==> config.mk <==
export PLATFORM = sky130hd
export DESIGN_NAME = tkns_cell
export DESIGN_NICKNAME = d
export VERILOG_FILES = /design/src/rtl/tkns_pkg.sv /design/src/rtl/tkns_cell.sv
export SDC_FILE = /design/constraint.sdc
export NUM_CORES = 1
export LEC_CHECK = 0
export ABC_AREA = 1
export BUFFER_PORTS_ARGS = -buffer_cell sky130_fd_sc_hd__buf_2
export CAP_MARGIN = 40
export CORE_UTILIZATION = 49
export DETAILED_ROUTE_END_ITERATION = 8
export GPL_TIMING_DRIVEN = 1
export PLACE_DENSITY = 0.85
export SYNTH_ARGS = -nofsm -noshare
export SYNTH_HDL_FRONTEND = slang
export SYNTH_SLANG_ARGS = --single-unit
export TNS_END_PERCENT = 30
==> constraint.sdc <==
create_clock -name clk_i -period 3.9 [get_ports clk_i]
set_input_delay 0.195 -clock clk_i [delete_from_list [all_inputs] [get_ports clk_i]]
set_output_delay 0.195 -clock clk_i [all_outputs]
set_load 0.03 [all_outputs]
==> src/rtl/tkns_pkg.sv <==
// Shared types and constants for the top-k neighbour selector.
package tkns_pkg;

  localparam int TOP_MAX  = 64;
  localparam int ID_BITS  = 24;
  localparam int SIM_BITS = 16;
  localparam int CNT_W    = 7;
  localparam int CFG_W    = 24;

  localparam logic CFG_TOP_COUNT = 1'b0;
  localparam logic CFG_QUERY_ID  = 1'b1;

  typedef struct packed {
    logic [ID_BITS-1:0]  id;
    logic [SIM_BITS-1:0] sim;
    logic                same;
  } entry_t;

  typedef struct packed {
    logic [ID_BITS-1:0]  cand_id;
    logic [SIM_BITS-1:0] similarity;
    logic                same_genome;
    logic                last_cand;
  } in_t;

  typedef struct packed {
    logic [CNT_W-1:0]    rank;
    logic [ID_BITS-1:0]  out_id;
    logic [SIM_BITS-1:0] out_similarity;
    logic                out_same;
    logic [CNT_W-1:0]    same_so_far;
    logic [CNT_W-1:0]    first_hit_rank;
    logic                last_out;
  } out_t;

  // Per-cycle command broadcast to every cell.
  typedef struct packed {
    logic ins;    // insert the candidate, shifting weaker entries down
    logic shift;  // move every entry one cell toward the head
  } ctl_t;

  typedef enum logic {
    ST_IDLE,
    ST_EMIT
  } state_e;

endpackage

==> src/rtl/tkns_cell.sv <==
// One cell of the sorted chain: holds one entry and trades it with its neighbors.
module tkns_cell (
  input  logic           clk_i,
  input  tkns_pkg::ctl_t ctl_i,
  input  tkns_pkg::entry_t cand_i,
  input  tkns_pkg::entry_t prev_i,
  input  logic           prev_take_i,
  input  tkns_pkg::entry_t next_i,
  input  logic           valid_i,
  output tkns_pkg::entry_t entry_o,
  output logic           take_o,
  output logic           beat_o
);

  tkns_pkg::entry_t entry_q, entry_d;

  // Candidate beats this entry: larger similarity, or smaller id on a tie.
  always_comb begin
    beat_o = (cand_i.sim > entry_q.sim) ||
             ((cand_i.sim == entry_q.sim) && (cand_i.id < entry_q.id));
  end

  // An empty cell counts as beaten, so the candidate lands in the first free slot.
  assign take_o = ~valid_i | beat_o;

  always_comb begin
    entry_d = entry_q;
    if (ctl_i.shift) begin
      entry_d = next_i;
    end else if (ctl_i.ins) begin
      if (prev_take_i) begin
        entry_d = prev_i;
      end else if (take_o) begin
        entry_d = cand_i;
      end
    end
  end

  always_ff @(posedge clk_i) begin
    entry_q <= entry_d;
  end

  assign entry_o = entry_q;

endmodule

==> flow_metrics.py <==
metrics = {
    "run_status": {
        "status": "finished clean",
    },
    "timing": {
        "period_needed_ns": 2.17,
        "holdWs_ns": 0.229,
        "setup_viol": 0,
        "drv_slew": 0,
        "setup_tns_ns": 0,
        "rsz0062_at_grt": "false",
        "worstMarginPinSlew_ns": 0.851,
        "finalHoldViolCount": 0,
        "skew_ns": 0.00340,
        "max_freq_mhz": 460,
        "fin_ws_ns": 1.73,
        "slew_headroom": 0.432,
        "fin_crit_sh": 0.557,
    },
    "drt": {
        "viasPerCell": 5.01,
        "drt-initial-drc-count": 104,
        "detailroute.via_count": 3297,
        "avgRoutedWirePerCell_microns": 12.8,
        "final_antenna_net_count": 0,
        "drt_pass1_iterations": 4,
        "drc": 0,
        "wl_microns": 8420,
    },
    "finish": {
        "fin_area_sq_mm": 0.00414,
        "diodes": 0,
        "layout.nets": 749,
        "final_core_util": 0.684,
        "final_cell_mix": "buf_2 (170), a21oi_1 (95), nand2_1 (95)",
        "final_common_cell": "buf_2",
        "largest_reg_flops": 41,
        "area_delta_synth_final_pct": 30.9,
        "drive_above_1_share": 0.334,
    },
    "pwr": {
        "p_leak_nw": 2.28,
        "ir_drop_v": 0.000220,
        "power.density_mw_per_mm2": 314,
    },
    "floorplanning": {
        "rows": 28,
        "io_pins": 171,
        "die_h_microns": 82.4,
        "coreArea_sq_mm": 0.00606,
        "fp.dieArea_sq_mm": 0.00679,
        "die_x_microns": 82.4,
        "start_util": 0.522,
    },
    "grt": {
        "grt_pass1_vias": 3061,
        "grtUsageTotal": 0.255,
        "grt-ovfl-total": 0,
        "antenna_found_initial": 0,
        "grt_pass1_wl_microns": 13000,
        "grt_max_degree": 45,
    },
    "critical_path": {
        "r2r_start": "entry_o[8]$_DFFE_PP_",
        "crit_buf_inv": 3,
        "endpoint_kind": "output port",
        "cp.arrival_ns": 1.98,
        "crit_type": "reg -> out",
        "cp.required_ns": 3.70,
        "startpoint": "entry_o[8]$_DFFE_PP_",
        "cpMaxStageDelayCell": "edfxtp_1",
        "worstPathMaxFanout": 3,
        "critical_path.cell_chain": "inv_1 > ha_1 > nand2_1 > inv_2 > nand2_2 > nor2_2 > nand2_2 > nor2_2 > nand2_1 > nor2_1 > nand2_1 > nand3_1 > buf_2",
        "crit_top_cell": "nand2_1",
        "cpPeakStageDelay_ns": 0.35,
        "cp-start-kind": "register",
        "critical_path.top_delay_family": "simple AND/OR/NAND/NOR gates",
    },
    "min_path": {
        "hold_start": "next_i[16]",
        "hp-class": "in -> reg",
    },
    "yosys": {
        "avgSynthCellArea_sq_um": 7.54,
        "synth_top_area_share": 0.389,
        "synth-compound-area-share": 0.159,
        "yosys.area.top_type": "edfxtp_1",
        "yosys-top-cells-area": "edfxtp_1 (39%), ha_1 (15%), a21oi_1 (15%)",
        "yosysWarningCount": 0,
        "synth-simple-area-share": 0.201,
        "syn_area_sq_mm": 0.00317,
        "synth.area.mux_share": 0,
        "synth_top_family_by_area": "simple AND/OR/NAND/NOR gates",
        "netlist-cell-type-count": 20,
        "synth_xor_area_frac": 0,
        "synth_nets": 587,
        "ys_seq_area_frac": 0.389,
        "synthAdderAreaFrac": 0.154,
        "synthCells": 420,
        "synth-seq-cells": 41,
    },
    "clocking": {
        "post-cts-setup-buffer-count": 0,
        "htreeDepth": 2,
        "cts_tree": "done",
        "cts.clk_slew.worst_paths_ns": 0.08,
        "post_cts_resized": 0,
        "numCtsBuffers": 5,
        "ctsHoldBuffers": 0,
        "cts-root-buf": "clkbuf_8",
        "clk_latency_ns": 0.29,
        "clk_path_buf_depth": 2,
        "cts_sinks": 41,
    },
    "placed_design": {
        "place.gp.congestion": 0.795,
        "dpl_cell_area_sq_mm": 0.00406,
        "dpl.hpwl_microns": 6550,
        "place_ws_ns": 1.72,
        "portBuffers": 170,
    },
    "run": {
        "max-cap-violations": 0,
    },
}
==> synthesized netlist by cell type <==
master	number
nor2_2	2
a21oi_1	95
o21ai_0	1
edfxtp_1	41
ha_1	39
inv_1	52
clkinv_1	1
o21bai_1	1
a21o_1	2
nand4_1	4
buf_2	2
nand2_1	95
inv_2	10
or2_2	1
nor3_1	1
nand2_2	3
nor2_1	51
clkbuf_1	16
nor2_4	1
nand3_1	2
==> per-layer routing <==
layer / track usage / wire, microns / vias to the layer above
met2: 0.471 / 4210 / 145
met4: 0.0684 / 115 / 0
met1: 0.297 / 3450 / 1443
met5: 0 / 0 / -
met3: 0.0495 / 640 / 13
li1: - / - / 1696
==> cell type report <==
| type | count | area [sq um] |
|---|---|---|
| tap | 75 | 93.8 |
| multi-input combinational | 298 | 1630 |
| sequential | 41 | 1230 |
| inverter | 63 | 236 |
| timing repair buffer | 173 | 873 |
| fill | 512 | 1920 |
| clock buffer | 8 | 80.1 |
==> stage by stage <==
stage                     instances  total power, W
final                           658         0.00130
after global routing            658         0.00138
after CTS                       658         0.00131
after detailed placement        650         0.00104
after global placement          650         0.00103
after floorplan                 420        0.000872
==> cells by family (layout without fill, tap and decap cells) <==
kind of cell | Yosys count | in the layout
flip-flops | 41 | 41
adder cells (fa/ha/maj) | 39 | 39
AO/OA/AOI/OAI | 99 | 99
AND/OR/NAND/NOR | 160 | 160
buffers and inverters | 81 | 244
==> worst min-delay path: cells and delay by family <==
family,cells,cell delay [ns]
buffers and inverters,1,0.07
and+or+nand+nor,1,0.03
AOI/OAI and AO/OA,1,0.10
==> report_power, final <==
group          leakage, nW  switching (W)  internal (W)
logic                 1.83       0.000300      0.000170
registers            0.409      0.0000205      0.000543
clock network       0.0395       0.000139      0.000127
total                 2.28       0.000459      0.000840
==> worst paths after layout <==
kind                                         endpoint  cells past startpoint  slack [ns]
worst max-delay path                           take_o                     13        1.73
worst min-delay path            entry_o[16]$_DFFE_PP_                      3        0.23
worst min register to register  entry_o[26]$_DFFE_PP_                     10        1.43
worst max register to register  entry_o[17]$_DFFE_PP_                     15        1.73
Power figures use the tool's default switching activity.
